<file path="config.mk">
export PLATFORM = sky130hd
export DESIGN_NAME = clock_calendar_countdown_top
export DESIGN_NICKNAME = d
export VERILOG_FILES = /design/src/design/ccc_pkg.sv /design/src/design/clock_calendar_countdown_top.sv
export SDC_FILE = /design/constraint.sdc
export NUM_CORES = 1
export LEC_CHECK = 0
export ABC_CLOCK_PERIOD_IN_PS = 23200
export BUFFER_PORTS_ARGS = -buffer_cell sky130_fd_sc_hd__buf_2
export CAP_MARGIN = 5
export CORE_MARGIN = 2
export CORE_UTILIZATION = 60
export CTS_CLUSTER_SIZE = 40
export DETAILED_ROUTE_END_ITERATION = 8
export PLACE_DENSITY_LB_ADDON = 0.15
export SYNTH_ARGS = -nofsm -noshare
export SYNTH_HDL_FRONTEND = slang
export SYNTH_SLANG_ARGS = --single-unit
</file>
<file path="constraint.sdc">
create_clock -name aclk -period 23.2 [get_ports aclk]
set_clock_uncertainty 0.1 [all_clocks]
set_input_delay 1.16 -clock aclk [delete_from_list [all_inputs] [get_ports aclk]]
set_output_delay 1.16 -clock aclk [all_outputs]
set_load 0.01 [all_outputs]
</file>
<file path="src/design/ccc_pkg.sv">
// Package for the clock calendar with countdown timer.
// Holds the command codes, the beat layouts and the calendar helper functions.
// No dependencies.
package ccc_pkg;

    // Command carried in the input tuser.
    typedef enum logic [1:0] {
        MODE_TICK     = 2'd0,
        MODE_LOAD_CAL = 2'd1,
        MODE_LOAD_CD  = 2'd2,
        MODE_STOP_CD  = 2'd3
    } mode_t;

    localparam int MODE_W     = 2;
    localparam int IN_TDATA_W = 48;
    localparam int OUT_TDATA_W = 64;

    // Range limits.
    localparam logic [13:0] YEAR_MAX   = 14'd9999;
    localparam logic [13:0] YEAR_RESET = 14'd2000;
    localparam logic [3:0]  MONTH_MAX  = 4'd12;
    localparam logic [4:0]  HOUR_MAX   = 5'd23;
    localparam logic [6:0]  CD_HOUR_MAX = 7'd99;
    localparam logic [5:0]  MIN_SEC_MAX = 6'd59;

    // Reciprocal of 25 scaled by 2**24, exact for every 14-bit year.
    localparam int          RECIP_SHIFT = 24;
    localparam logic [19:0] RECIP_25    = 20'd671089;

    // Input tdata, last field in the lowest bits.
    typedef struct packed {
        logic [3:0]  pad;
        logic [5:0]  load_second;
        logic [5:0]  load_minute;
        logic [6:0]  load_hour;
        logic [4:0]  load_day;
        logic [3:0]  load_month;
        logic [13:0] load_year;
        logic        countdown_view;
        logic        hold_calendar;
    } in_beat_t;

    // Output tdata, last field in the lowest bits.
    typedef struct packed {
        logic [2:0]  pad;
        logic        finished;
        logic        running;
        logic [5:0]  cd_seconds;
        logic [5:0]  cd_minutes;
        logic [6:0]  cd_hours;
        logic [5:0]  second;
        logic [5:0]  minute;
        logic [4:0]  hour;
        logic [4:0]  day;
        logic [3:0]  month;
        logic [13:0] year;
    } out_beat_t;

    // Gregorian leap test. Divisibility by 25 comes from a constant
    // reciprocal multiply; by 4 and 16 from the low bits.
    function automatic logic is_leap(input logic [13:0] y);
        logic [33:0] prod;
        logic [9:0]  quot;
        logic [14:0] back;
        logic        div25;
        prod  = {20'd0, y} * {14'd0, RECIP_25};
        quot  = prod[33:RECIP_SHIFT];
        back  = ({5'd0, quot} << 4) + ({5'd0, quot} << 3) + {5'd0, quot};
        div25 = (back == {1'b0, y});
        return (y[1:0] == 2'd0) && (!div25 || (y[3:0] == 4'd0));
    endfunction

    // Number of days in month m of year y.
    function automatic logic [4:0] month_days(input logic [13:0] y, input logic [3:0] m);
        logic [4:0] days;
        if (m == 4'd2) begin
            days = is_leap(y) ? 5'd29 : 5'd28;
        end else if (m == 4'd4 || m == 4'd6 || m == 4'd9 || m == 4'd11) begin
            days = 5'd30;
        end else begin
            days = 5'd31;
        end
        return days;
    endfunction

endpackage

</file>
<file path="src/design/clock_calendar_countdown_top.sv">
// Top level of the clock calendar with countdown timer.
// Depends on ccc_pkg for command codes, beat layouts and calendar functions.
//
// The block takes one command beat per clock cycle while m_tready is high
// and returns exactly one result beat for each, in order. A beat passes an
// input register, then one pass of update logic writes the calendar and
// countdown registers and the result register together; the sustained rate
// is one beat per cycle while m_tready is high, and the result register and
// input register let a new beat in while a result waits. The longest path
// is the leap-year test: a 14 by 20 bit constant multiply for divisibility
// by 25, followed by the day-of-month compare. After reset the calendar
// reads 2000-01-01 00:00:00 and the countdown is stopped at zero.
module clock_calendar_countdown_top (
    input  logic                              aclk,
    input  logic                              aresetn,
    // Fields from bit 0: hold_calendar, countdown_view, load_year, load_month,
    // load_day, load_hour, load_minute, load_second, zero padding.
    input  logic [ccc_pkg::IN_TDATA_W-1:0]    s_tdata,
    // Fields from bit 0: mode.
    input  logic [ccc_pkg::MODE_W-1:0]        s_tuser,
    input  logic                              s_tvalid,
    output logic                              s_tready,
    // Fields from bit 0: year, month, day, hour, minute, second, cd_hours,
    // cd_minutes, cd_seconds, running, finished, zero padding.
    output logic [ccc_pkg::OUT_TDATA_W-1:0]   m_tdata,
    output logic                              m_tvalid,
    input  logic                              m_tready
);
    import ccc_pkg::*;

    // Input register.
    logic     in_valid_reg;
    mode_t    in_mode_reg;
    in_beat_t in_beat_reg;

    // Calendar and countdown state.
    logic [13:0] cal_year_reg,   cal_year_next;
    logic [3:0]  cal_month_reg,  cal_month_next;
    logic [4:0]  cal_day_reg,    cal_day_next;
    logic [4:0]  cal_hour_reg,   cal_hour_next;
    logic [5:0]  cal_minute_reg, cal_minute_next;
    logic [5:0]  cal_second_reg, cal_second_next;
    logic [6:0]  cnt_hours_reg,   cnt_hours_next;
    logic [5:0]  cnt_minutes_reg, cnt_minutes_next;
    logic [5:0]  cnt_seconds_reg, cnt_seconds_next;
    logic        cnt_running_reg, cnt_running_next;
    logic        finished_next;

    // Result register.
    logic      m_tvalid_reg;
    out_beat_t out_beat_reg, out_beat_next;

    logic advance;

    // Clamped load values and the shared month length.
    logic [13:0] ld_year;
    logic [3:0]  ld_month;
    logic [4:0]  ld_day_raw;
    logic [13:0] year_sel;
    logic [3:0]  month_sel;
    logic [4:0]  md;

    // Handshake: the update pass fires when the input register is full and
    // the result register is free or being emptied.
    assign advance  = in_valid_reg && (!m_tvalid_reg || m_tready);
    assign s_tready = !in_valid_reg || advance;
    assign m_tvalid = m_tvalid_reg;
    assign m_tdata  = out_beat_reg;

    // Input register capture.
    always_ff @(posedge aclk) begin
        if (!aresetn) begin
            in_valid_reg <= 1'b0;
        end else if (s_tready) begin
            in_valid_reg <= s_tvalid;
        end
        if (s_tready && s_tvalid) begin
            in_mode_reg <= mode_t'(s_tuser);
            in_beat_reg <= in_beat_t'(s_tdata);
        end
    end

    // Clamp the calendar load fields and pick the year and month whose
    // length matters for this beat.
    always_comb begin
        ld_year    = (in_beat_reg.load_year > YEAR_MAX) ? YEAR_MAX : in_beat_reg.load_year;
        ld_month   = (in_beat_reg.load_month > MONTH_MAX) ? MONTH_MAX
                   : (in_beat_reg.load_month == 4'd0) ? 4'd1 : in_beat_reg.load_month;
        ld_day_raw = (in_beat_reg.load_day == 5'd0) ? 5'd1 : in_beat_reg.load_day;
        year_sel   = (in_mode_reg == MODE_LOAD_CAL) ? ld_year : cal_year_reg;
        month_sel  = (in_mode_reg == MODE_LOAD_CAL) ? ld_month : cal_month_reg;
        md         = month_days(year_sel, month_sel);
    end

    // One update pass for the beat in the input register.
    always_comb begin
        cal_year_next    = cal_year_reg;
        cal_month_next   = cal_month_reg;
        cal_day_next     = cal_day_reg;
        cal_hour_next    = cal_hour_reg;
        cal_minute_next  = cal_minute_reg;
        cal_second_next  = cal_second_reg;
        cnt_hours_next   = cnt_hours_reg;
        cnt_minutes_next = cnt_minutes_reg;
        cnt_seconds_next = cnt_seconds_reg;
        cnt_running_next = cnt_running_reg;
        finished_next    = 1'b0;

        unique case (in_mode_reg)
            MODE_TICK: begin
                // Calendar ripple from seconds up to years.
                if (!in_beat_reg.hold_calendar) begin
                    if (cal_second_reg != MIN_SEC_MAX) begin
                        cal_second_next = cal_second_reg + 6'd1;
                    end else begin
                        cal_second_next = 6'd0;
                        if (cal_minute_reg != MIN_SEC_MAX) begin
                            cal_minute_next = cal_minute_reg + 6'd1;
                        end else begin
                            cal_minute_next = 6'd0;
                            if (cal_hour_reg < HOUR_MAX) begin
                                cal_hour_next = cal_hour_reg + 5'd1;
                            end else begin
                                cal_hour_next = 5'd0;
                                if (cal_day_reg < md) begin
                                    cal_day_next = cal_day_reg + 5'd1;
                                end else begin
                                    cal_day_next = 5'd1;
                                    if (cal_month_reg < MONTH_MAX) begin
                                        cal_month_next = cal_month_reg + 4'd1;
                                    end else begin
                                        cal_month_next = 4'd1;
                                        cal_year_next  = (cal_year_reg >= YEAR_MAX) ? 14'd0
                                                       : cal_year_reg + 14'd1;
                                    end
                                end
                            end
                        end
                    end
                end
                // Countdown with borrow when countdown_view is set; a tick that finds zero stops it.
                if (cnt_running_reg && in_beat_reg.countdown_view) begin
                    if (cnt_hours_reg == 7'd0 && cnt_minutes_reg == 6'd0 &&
                        cnt_seconds_reg == 6'd0) begin
                        cnt_running_next = 1'b0;
                        finished_next    = 1'b1;
                    end else if (cnt_seconds_reg != 6'd0) begin
                        cnt_seconds_next = cnt_seconds_reg - 6'd1;
                    end else begin
                        cnt_seconds_next = MIN_SEC_MAX;
                        if (cnt_minutes_reg != 6'd0) begin
                            cnt_minutes_next = cnt_minutes_reg - 6'd1;
                        end else begin
                            cnt_minutes_next = MIN_SEC_MAX;
                            cnt_hours_next   = cnt_hours_reg - 7'd1;
                        end
                    end
                end
            end
            MODE_LOAD_CAL: begin
                cal_year_next   = ld_year;
                cal_month_next  = ld_month;
                cal_day_next    = (ld_day_raw > md) ? md : ld_day_raw;
                cal_hour_next   = (in_beat_reg.load_hour > {2'd0, HOUR_MAX}) ? HOUR_MAX
                                : in_beat_reg.load_hour[4:0];
                cal_minute_next = (in_beat_reg.load_minute > MIN_SEC_MAX) ? MIN_SEC_MAX
                                : in_beat_reg.load_minute;
                cal_second_next = (in_beat_reg.load_second > MIN_SEC_MAX) ? MIN_SEC_MAX
                                : in_beat_reg.load_second;
            end
            MODE_LOAD_CD: begin
                cnt_hours_next   = (in_beat_reg.load_hour > CD_HOUR_MAX) ? CD_HOUR_MAX
                                 : in_beat_reg.load_hour;
                cnt_minutes_next = (in_beat_reg.load_minute > MIN_SEC_MAX) ? MIN_SEC_MAX
                                 : in_beat_reg.load_minute;
                cnt_seconds_next = (in_beat_reg.load_second > MIN_SEC_MAX) ? MIN_SEC_MAX
                                 : in_beat_reg.load_second;
                cnt_running_next = 1'b1;
            end
            MODE_STOP_CD: begin
                cnt_running_next = 1'b0;
            end
            default: begin
                cnt_running_next = cnt_running_reg;
            end
        endcase
    end

    // Result beat shows the state after the update.
    always_comb begin
        out_beat_next            = '0;
        out_beat_next.year       = cal_year_next;
        out_beat_next.month      = cal_month_next;
        out_beat_next.day        = cal_day_next;
        out_beat_next.hour       = cal_hour_next;
        out_beat_next.minute     = cal_minute_next;
        out_beat_next.second     = cal_second_next;
        out_beat_next.cd_hours   = cnt_hours_next;
        out_beat_next.cd_minutes = cnt_minutes_next;
        out_beat_next.cd_seconds = cnt_seconds_next;
        out_beat_next.running    = cnt_running_next;
        out_beat_next.finished   = finished_next;
    end

    // State and result registers.
    always_ff @(posedge aclk) begin
        if (!aresetn) begin
            cal_year_reg    <= YEAR_RESET;
            cal_month_reg   <= 4'd1;
            cal_day_reg     <= 5'd1;
            cal_hour_reg    <= 5'd0;
            cal_minute_reg  <= 6'd0;
            cal_second_reg  <= 6'd0;
            cnt_hours_reg   <= 7'd0;
            cnt_minutes_reg <= 6'd0;
            cnt_seconds_reg <= 6'd0;
            cnt_running_reg <= 1'b0;
            m_tvalid_reg    <= 1'b0;
        end else begin
            if (advance) begin
                cal_year_reg    <= cal_year_next;
                cal_month_reg   <= cal_month_next;
                cal_day_reg     <= cal_day_next;
                cal_hour_reg    <= cal_hour_next;
                cal_minute_reg  <= cal_minute_next;
                cal_second_reg  <= cal_second_next;
                cnt_hours_reg   <= cnt_hours_next;
                cnt_minutes_reg <= cnt_minutes_next;
                cnt_seconds_reg <= cnt_seconds_next;
                cnt_running_reg <= cnt_running_next;
                m_tvalid_reg    <= 1'b1;
            end else if (m_tready) begin
                m_tvalid_reg    <= 1'b0;
            end
        end
        if (advance) begin
            out_beat_reg <= out_beat_next;
        end
    end

    // A finished beat always reports the countdown as stopped.
    a_finished_stops: assert property (@(posedge aclk) disable iff (!aresetn)
        m_tvalid_reg && out_beat_reg.finished |-> !out_beat_reg.running)
        else $error("finished reported with countdown still running");

    // The countdown only starts on a start-countdown beat.
    a_start_by_load: assert property (@(posedge aclk) disable iff (!aresetn)
        $rose(cnt_running_reg) |-> $past(advance) && ($past(in_mode_reg) == MODE_LOAD_CD))
        else $error("countdown started without a load");

    // Time of day stays in range.
    a_time_range: assert property (@(posedge aclk) disable iff (!aresetn)
        cal_second_reg <= MIN_SEC_MAX && cal_minute_reg <= MIN_SEC_MAX &&
        cal_hour_reg <= HOUR_MAX)
        else $error("calendar time out of range");

    // The day never passes the length of its month, and the month stays in 1 to 12.
    a_day_range: assert property (@(posedge aclk) disable iff (!aresetn)
        cal_day_reg != 5'd0 && cal_day_reg <= month_days(cal_year_reg, cal_month_reg) &&
        cal_month_reg != 4'd0 && cal_month_reg <= MONTH_MAX)
        else $error("calendar date out of range");

endmodule

</file>
=== After elaboration in Yosys (flattened, before gate mapping) ===
Cells that the tools add are included.

* Register bits: 169
* RAM bits: 0
* Bits in latches: 0
* Memories kept: 0
* Word-level logic and storage cells: 160
* Memory bits (read-only): 0

* Multipliers: 1
* Multiplexer cells: 67
* Order comparisons: 11
* Add/sub/neg operators: 11
* Divide/modulo/power cells: 0
* Reductions and logical operators: 27
* Eq/ne operators: 11
* Bitwise logic cells: 0
* Shift-type cells: 0

{| class="wikitable"
|+ Operators with widths
! kind !! number
|-
| $mux W14 || 9
|-
| $mux W6 || 14
|-
| $mux W5 || 12
|-
| $pmux W6 S2 || 4
|-
| $mux W4 || 9
|-
| $mux W7 || 5
|-
| $mul A14 B20 Y34 const B || 1
|-
| $pmux W14 S2 || 1
|-
| $pmux W5 S2 || 2
|-
| $add A14 B13 Y15 || 1
|-
| $add A15 B10 Y15 || 1
|-
| $eq A15 B14 Y1 || 1
|-
| $add A14 B1 Y14 const B || 1
|-
| $ge A14 B14 Y1 const B || 1
|-
| $gt A14 B14 Y1 const B || 1
|-
| $pmux W7 S2 || 1
|-
| $add A6 B1 Y6 const B || 2
|-
| $gt A6 B6 Y1 const B || 2
|-
| $logic_not A6 Y1 || 2
|-
| $ne A6 B6 Y1 const B || 2
|-
| $reduce_bool A6 Y1 || 2
|-
| $sub A6 B1 Y6 const B || 2
|-
| $add A5 B1 Y5 const B || 2
|-
| $eq A4 B3 Y1 const B || 2
|-
| 26 further kinds || 48
|}

=== Longest topological paths before layout ===
Gate-level depths: netlist (run 1).

* Depth after elaboration: 19
* Gate-level depth with buffers: 52
* Mapped depth without buffers: 50

=== Worst setup path before layout (run 1) ===
No wires, ideal clock.

* Path type: register to register
* Start point: reg in_mode_reg[0]
* End point: reg cal_day_reg[0]
* Path buffers: 3
* Arrival time: 10796 ps
* Clock period less this slack: 10961 ps
* Path slack: 12239 ps
* Stages on the path, launching flop included: 50
* Data required time: 23034 ps
* Setup time: 66 ps
* Cell sequence: edfxtp_1 > buf_4 > and2b_1 > buf_4 > and3_1 > buf_4 > a22oi_1 > inv_1 > ha_1 > inv_1 > fa_1 > inv_1 > fa_1 > inv_1 > fa_1 > inv_1 > fa_1 > inv_1 > (+14 left out) > ha_1 > a211oi_1 > o21ai_0 > a31oi_1 > xnor2_1 > nand4_1 > nor4_1 > nand4bb_4 > o31ai_1 > inv_1 > ha_1 > a21oi_1 > o21ai_0 > nand3_1 > o21ai_0 > a31oi_1 > o31a_1 > a21o_1

* Longest elaborated chain between the ends: 18

{| class="wikitable"
|+ RTL lines
! what !! line !! source
|-
| from (decl) || clock_calendar_countdown_top.sv:33 || <nowiki>mode_t in_mode_reg;</nowiki>
|-
| from (signal assigned) || clock_calendar_countdown_top.sv:78 || <nowiki>in_mode_reg <= mode_t'(s_tuser);</nowiki>
|-
| $eq A2 B1 Y1 || clock_calendar_countdown_top.sv:90, clock_calendar_countdown_top.sv:91, clock_calendar_countdown_top.sv:109 ||
|-
| $mux W14 || clock_calendar_countdown_top.sv:90 || <nowiki>year_sel = (in_mode_reg == MODE_LOAD_CAL) ? ld_year : cal_year_reg;</nowiki>
|-
| $mul A14 B20 Y34 || ccc_pkg.sv:66 || <nowiki>prod = {20'd0, y} * {14'd0, RECIP_25};</nowiki>
|-
| $add A14 B13 Y15 || ccc_pkg.sv:68 || <nowiki>back = ({5'd0, quot} << 4) + ({5'd0, quot} << 3) + {5'd0, quot};</nowiki>
|-
| $add A15 B10 Y15 || ccc_pkg.sv:68 ||
|-
| $eq A15 B14 Y1 || ccc_pkg.sv:69 || <nowiki>div25 = (back == {1'b0, y});</nowiki>
|-
| $logic_not A1 Y1 || ccc_pkg.sv:70 || <nowiki>return (y[1:0] == 2'd0) && (!div25 || (y[3:0] == 4'd0));</nowiki>
|-
| $logic_or A1 B1 Y1 || ccc_pkg.sv:70 ||
|-
| (+3 left out) || -- ||
|-
| $lt A5 B5 Y1 || clock_calendar_countdown_top.sv:125 || <nowiki>if (cal_day_reg < md) begin</nowiki>
|-
| $mux W5 || clock_calendar_countdown_top.sv:125 ||
|-
| $mux W5 || clock_calendar_countdown_top.sv:121 || <nowiki>if (cal_hour_reg < HOUR_MAX) begin</nowiki>
|-
| $mux W5 || clock_calendar_countdown_top.sv:117 || <nowiki>if (cal_minute_reg != MIN_SEC_MAX) begin</nowiki>
|-
| $mux W5 || clock_calendar_countdown_top.sv:113 || <nowiki>if (cal_second_reg != MIN_SEC_MAX) begin</nowiki>
|-
| $mux W5 || clock_calendar_countdown_top.sv:112 || <nowiki>if (!in_beat_reg.hold_calendar) begin</nowiki>
|-
| $pmux W5 S2 * || clock_calendar_countdown_top.sv:109 || <nowiki>unique case (in_mode_reg)</nowiki>
|-
| named net cal_day_next[0] || clock_calendar_countdown_top.sv:39 || <nowiki>logic [4:0] cal_day_reg, cal_day_next;</nowiki>
|-
| to (signal assigned) || clock_calendar_countdown_top.sv:223 || <nowiki>cal_day_reg <= cal_day_next;</nowiki>
|-
| to (signal assigned) || clock_calendar_countdown_top.sv:259 || <nowiki>cal_day_reg != 5'd0 && cal_day_reg <= month_days(cal_year_reg, cal_month_reg) &&</nowiki>
|-
| to (decl) || clock_calendar_countdown_top.sv:39 ||
|}

Mark *: on every way through the listed nets, which the timed path passes. The rest lies on a longest branch.
A chain may end at the register's enable or synchronous reset.

=== Final worst setup path (run 1) ===
* Start point: reg in_mode_reg[0]
* End point: reg cal_year_reg[6]

* Longest elaborated chain between the ends: 18

{| class="wikitable"
|+ RTL lines
! what !! line !! source
|-
| $eq A2 B1 Y1 || clock_calendar_countdown_top.sv:90, clock_calendar_countdown_top.sv:91, clock_calendar_countdown_top.sv:109 ||
|-
| $mux W14 || clock_calendar_countdown_top.sv:90 ||
|-
| $mul A14 B20 Y34 || ccc_pkg.sv:66 ||
|-
| $add A14 B13 Y15 || ccc_pkg.sv:68 ||
|-
| $add A15 B10 Y15 || ccc_pkg.sv:68 ||
|-
| $eq A15 B14 Y1 || ccc_pkg.sv:69 ||
|-
| $logic_not A1 Y1 || ccc_pkg.sv:70 ||
|-
| $logic_or A1 B1 Y1 || ccc_pkg.sv:70 ||
|-
| (+2 left out) || -- ||
|-
| $mux W2 || ccc_pkg.sv:76 || <nowiki>if (m == 4'd2) begin</nowiki>
|-
| $lt A5 B5 Y1 || clock_calendar_countdown_top.sv:125 ||
|-
| $mux W14 || clock_calendar_countdown_top.sv:125 ||
|-
| $mux W14 || clock_calendar_countdown_top.sv:121 ||
|-
| $mux W14 || clock_calendar_countdown_top.sv:117 ||
|-
| $mux W14 || clock_calendar_countdown_top.sv:113 ||
|-
| $mux W14 || clock_calendar_countdown_top.sv:112 ||
|-
| $pmux W14 S2 * || clock_calendar_countdown_top.sv:109 ||
|-
| to (signal assigned) || clock_calendar_countdown_top.sv:221 || <nowiki>cal_year_reg <= cal_year_next;</nowiki>
|-
| to (decl) || clock_calendar_countdown_top.sv:37 || <nowiki>logic [13:0] cal_year_reg, cal_year_next;</nowiki>
|}

Every way passes the cells marked *; elsewhere a longest branch is shown, timed or not.

==> impl_metrics.csv, run 1 <==
group,metric,value,unit
clock_network,ctsResizeCount,0,
setup_path,r2r-start,"in_mode_reg[0]$_DFFE_PP_",
final_layout,layout-drive-gt1-share,12.5,%
setup_path,crit_end,"cal_year_reg[6]$_SDFFE_PN1P_",
grt,grt_max_degree,84,
flow_run,maxCapViolCount,0,
sta,period_share,56.2,%
clock_network,clock_latency,450,ps
clock_network,cts_setup_buffers,0,
grt,grt_pass1_wl,55600,um
setup_path,worstSetupPathType,"flop to flop",
clock_network,cts.clk_slew.worst_paths,70,ps
setup_path,timing.rr.end,"cal_year_reg[6]$_SDFFE_PN1P_",
sta,tightest_slew,1130,ps
setup_path,path_depth,38,
grt,antenna_found_initial,0,
setup_path,startpoint_type,"flop",
worst_hold_path,hp-class,"flop to flop",
floorplan,initial_core_util,61.2,%
placed_design,numPortBuffers,112,
detailed_routing,drc,0,
synth,netlist_area,13900,um2
sta,relSlewSlack,24.2,%
synth,syn_avg_cell_area,9.37,um2
grt,grtUsageTotal,29.3,%
final_layout,nNetsFinal,1857,
detailed_routing,avgViaCountPerCell,6.08,
synth,synth_top_area_share,23.1,%
final_layout,fin_cells,1856,
setup_path,max_stage_delay,780,ps
grt,grt_pass1_vias,10642,
floorplan,die_area,24400,um2
setup_path,endpoint_kind,"flop",
floorplan,fp.dieW,156,um
synth,ys_top_cells_by_area,"edfxtp_1, ha_1, fa_1",
worst_hold_path,holdPathStages,2,
synth,ys.flop_type,"edfxtp_1",
sta,fin_tns_setup,0,ps
clock_network,cts_hold_buf,0,
detailed_routing,drt-pass1-iter-count,6,
outcome,status,"complete, no violations",
synth,synth_warnings,0,
floorplan,coreArea,22700,um2
detailed_routing,wirelength,34800,um
final_layout,syn_to_final_growth,9.36,%
setup_path,critPathArrivalTime,13270,ps
clock_network,h-tree-depth,4,
final_layout,largest_reg_flops,61,
sta,max_freq,76.6,MHz
placed_design,hpwl,26400,um
clock_network,cts_buffers,17,
setup_path,crit_buf_inv,7,
setup_path,reg2regPathDepth,38,
clock_network,cts_tree,"done",
clock_network,cts_max_path_buffers,2,
sta,finalSetupViolCount,0,
placed_design,dp.cells,1824,
detailed_routing,routedWlPerCell,18.7,um
setup_path,rrSetupSlack,10150,ps
sta,min_period,13050,ps
floorplan,std_cell_rows,55,
detailed_routing,via_count,11293,
setup_path,slowest_stage,"mux2i_1",
synth,synth_cells,1485,
detailed_routing,drt_iter0_markers,1071,
synth,synth-edff-count,107,
synth,yosys-top-cells-count,"inv_1, ha_1, nor2_1",
setup_path,startpoint,"in_mode_reg[0]$_DFFE_PP_",
sta,hold_violations,0,
clock_network,cts_sinks,169,
setup_path,required,23420,ps
setup_path,crit_family,"adder cells",
synth,yosysSeqAreaShare,32.0,%
synth,synth-seq-cells,169,
detailed_routing,ant_nets,0,
final_layout,num_antenna_cells,0,
synth,synth_top_area_cell,"edfxtp_1",
placed_design,routabilityCongestion,0.899,
grt,gr-total-overflow,0,
clock_network,cts_root_buf,"clkbuf_16",
sta,rsz0062_at_grt,"no",
floorplan,die-height,156,um
sta,slew_viol_final,0,
synth,synth.distinct_cells,84,
synth,yosysMostFrequentCell,"inv_1",
setup_path,cp_max_fo,64,
synth,async_flop_share,0,%
floorplan,num_io_pins,120,
final_layout,final.fill_count,1803,
## layer usage
metal / up-vias / wire length [um] / GRT usage (%)
li1: 5392 / - / -
met1: 5387 / 15300 / 41.2
met2: 451 / 16600 / 47.9
met3: 63 / 2080 / 3.74
met4: 0 / 848 / 8.52
met5: - / 0 / 0
## worst min-delay path by stage
stage,startpoint,endpoint,slack (ps)
6_report,cnt_hours_reg[6]$_SDFFE_PN0P_,cnt_hours_reg[6]$_SDFFE_PN0P_,390
5_1_grt,cnt_hours_reg[6]$_SDFFE_PN0P_,cnt_hours_reg[6]$_SDFFE_PN0P_,410
4_1_cts,cnt_hours_reg[5]$_SDFFE_PN0P_,cnt_hours_reg[5]$_SDFFE_PN0P_,390
3_5_place_dp,cnt_hours_reg[5]$_SDFFE_PN0P_,cnt_hours_reg[5]$_SDFFE_PN0P_,380
3_3_place_gp,cnt_hours_reg[6]$_SDFFE_PN0P_,cnt_hours_reg[6]$_SDFFE_PN0P_,350
2_1_floorplan,cnt_hours_reg[6]$_SDFFE_PN0P_,cnt_hours_reg[6]$_SDFFE_PN0P_,340
## tightest hold or removal path: stages (launching register included)
cell and delay (ps):
dfxtp_1 320, nand2_1 50, a21oi_1 60
## final cells by class
class,instances,area (um2),share of cell area [%]
multi-input cells,1072,8510,55.9
flip-flops and latches,169,4450,29.3
inverters,178,671,4.41
repair buffers,120,621,4.08
clock buffers,17,425,2.80
well taps,285,357,2.34
clock inverters,15,173,1.14
## through the flow
stage / util (%) / hold slack, ps / setup WS, ps / cell area [um2]
final: 67.0 / 387 / 10150 / 15200
after global routing: 67.0 / 415 / 9440 / 15200
after CTS: 67.0 / 390 / 10220 / 15200
after detailed placement: 64.3 / 381 / 10260 / 14600
after global placement: 64.3 / 353 / 10240 / 14600
after floorplan: - / 341 / 12240 / 13900
## layout by cell type, fill, tap and decap left out, drive strengths merged, types with 11 or more instances in the layout
cell type | synthesis | final
nand4 | 13 | 13
xnor2 | 24 | 24
nor4 | 13 | 13
o21ai | 97 | 97
and2 | 13 | 13
or2 | 11 | 11
nor3 | 47 | 47
clkbuf | 54 | 17
and3 | 13 | 13
nand3 | 36 | 36
ha | 156 | 156
dfxtp | 62 | 62
nor2 | 125 | 125
a31oi | 11 | 11
edfxtp | 107 | 107
a21oi | 99 | 99
a21o | 16 | 16
inv | 177 | 185
fa | 89 | 89
nand2 | 108 | 108
a211oi | 19 | 19
buf | 14 | 120
## cells by family (layout without fill, tap and decap cells)
family / Yosys count / after routing / share of synthesized area (%)
buf+inv: 246 / 330 / 6.87
other cells: 1 / 3 / 0.0270
simple gates: 433 / 433 / 15.3
fa+ha+maj: 245 / 245 / 26.8
mux: 9 / 9 / 0.666
xor+xnor: 32 / 32 / 2.07
flops: 169 / 169 / 32.0
compound gates: 350 / 350 / 16.2
Power of run 1 is not shown: default switching activity piles up to over one toggle a cycle in this logic, so the estimate is an artifact.
==> run 2: changes to the inputs <==
- ABC_CLOCK_PERIOD_IN_PS: 23200 -> 12700
- clock period: 23.2 -> 12.7 ns (I/O delays scaled with it)
==> run 2 against run 1 <==
Net effect: first-iteration DRC count is 8.8% lower; critical path depth rose by 7; count of clock-buffer cells in the layout is the same; die area unchanged.
==> impl_metrics.csv, run 2 (same netlist as run 1, synthesis figures left out) <==
group,metric,value,unit
final_layout,layout_commonest_cell,"inv_1",
grt,gr-total-overflow,0,
detailed_routing,drt_iter0_markers,977,
setup_path,startpoint_type,"flop",
final_layout,design_area,15400,um2
clock_network,cts_tree,"done",
final_layout,syn_to_final_growth,10.6,%
placed_design,placed_cell_area,14700,um2
final_layout,num_antenna_cells,0,
detailed_routing,drc,0,
final_layout,mostFrequentLayoutCells,"inv_1, ha_1, nor2_1",
setup_path,critPathArrivalTime,12250,ps
setup_path,worstSetupPathType,"flop to flop",
floorplan,fp.dieW,156,um
sta,worst_hold_slack,270,ps
placed_design,numPortBuffers,112,
clock_network,cts_sinks,169,
sta,rsz0062_at_grt,"no",
floorplan,initial_core_util,61.2,%
placed_design,hpwl,27000,um
setup_path,r2r-start,"in_beat_reg[7]$_DFFE_PP_",
sta,tightest_slew,935,ps
setup_path,cpMostUsedCell,"fa_1",
placed_design,routabilityCongestion,0.916,
detailed_routing,routedWlPerCell,19.0,um
setup_path,slowest_stage,"or4_1",
clock_network,cts_buffers,17,
detailed_routing,avgViaCountPerCell,6.14,
setup_path,reg2regPathDepth,45,
setup_path,max_stage_delay,650,ps
clock_network,cts_hold_buf,0,
sta,slew_viol_final,0,
sta,min_period,11970,ps
setup_path,timing.rr.end,"cal_day_reg[0]$_SDFFE_PN1P_",
clock_network,cts_setup_buffers,0,
outcome,status,"complete, no violations",
floorplan,num_io_pins,120,
floorplan,die_area,24400,um2
final_layout,largest_reg_flops,61,
grt,grt_pass1_wl,57500,um
floorplan,die-height,156,um
worst_hold_path,worstHoldStart,"s_tdata[31]",
sta,period_share,94.3,%
detailed_routing,via_count,11503,
sta,setup_ws,729,ps
floorplan,std_cell_rows,55,
grt,grt_pass1_vias,11073,
clock_network,clock_latency,440,ps
worst_hold_path,hp-class,"input port to flop",
worst_hold_path,holdPathStages,1,
clock_network,cts_max_path_buffers,2,
placed_design,post-place-ws,428,ps
setup_path,rrSetupSlack,730,ps
detailed_routing,drt-pass1-iter-count,6,
sta,fin_tns_setup,0,ps
flow_run,maxCapViolCount,0,
clock_network,ctsResizeCount,0,
grt,grt_max_degree,85,
grt,grtUsageTotal,30.0,%
sta,max_freq,83.5,MHz
sta,relSlewSlack,37.4,%
detailed_routing,ant_nets,0,
setup_path,required,12980,ps
setup_path,cp_max_fo,8,
grt,antenna_found_initial,0,
final_layout,nNetsFinal,1875,
sta,hold_violations,0,
clock_network,cts.clk_slew.worst_paths,80,ps
clock_network,h-tree-depth,4,
floorplan,coreArea,22700,um2
clock_network,cts_root_buf,"clkbuf_16",
final_layout,layout-drive-gt1-share,14.0,%
detailed_routing,wirelength,35700,um
setup_path,endpoint_kind,"flop",
sta,finalSetupViolCount,0,
worst_hold_path,hold_end,"in_beat_reg[31]$_DFFE_PP_",
-- run 2: cell types whose count changed in the layout (fill, tap and decap cells not counted), sizes merged --
cell	before	now
inv	185	187
clkinvlp	1	0
clkinv	7	6
buf	120	138
-- run 2: layout make-up --
| cell class | instances | area, um2 |
|---|---|---|
| multi-input cells | 1072 | 8550 |
| fillers | 1829 | 7320 |
| flip-flops and latches | 169 | 4450 |
| repair buffers | 138 | 756 |
| inverters | 178 | 671 |
| clock buffers | 17 | 425 |
| well taps | 285 | 357 |
| clock inverters | 15 | 171 |
-- run 2: worst max-delay path: cells and delay by family, from the launching register on --
family | cells | cell delay [ps]
fa+ha+maj | 10 | 4350
buf+inv | 5 | 440
simple gates | 10 | 2140
flops | 1 | 480
xor+xnor | 1 | 140
compound gates | 19 | 4240
-- run 2: worst max-delay path by stage --
stage                              from                      endpoint  slack (ps)  cells past startpoint
2_1_floorplan  in_mode_reg[0]$_DFFE_PP_   cal_day_reg[0]$_SDFFE_PN1P_        1740                     49
3_3_place_gp   in_beat_reg[7]$_DFFE_PP_  cal_year_reg[6]$_SDFFE_PN1P_         630                     39
3_5_place_dp   in_beat_reg[7]$_DFFE_PP_  cal_year_reg[6]$_SDFFE_PN1P_         430                     39
4_1_cts        in_beat_reg[7]$_DFFE_PP_  cal_year_reg[6]$_SDFFE_PN1P_         390                     39
5_1_grt        in_beat_reg[7]$_DFFE_PP_   cal_day_reg[0]$_SDFFE_PN1P_          30                     47
6_report       in_beat_reg[7]$_DFFE_PP_   cal_day_reg[0]$_SDFFE_PN1P_         730                     45
-- run 2: per-stage QoR --
| step | util [%] | instances |
|---|---|---|
| after global routing | 67.8 | 1874 |
| after floorplan | - | 1487 |
| after detailed placement | 64.9 | 1842 |
| after CTS | 67.6 | 1874 |
| after global placement | 64.9 | 1842 |
| final | 67.8 | 1874 |
-- run 2: layer usage --
layer  up-vias  track usage, %  wire (um)
met4         0            9.44        935
li1       5413               -          -
met3        82            3.88       2390
met1      5509            41.8      15300
met2       499            49.0      17100
met5         -               0          0
Power of run 2 is left out for the same reason.
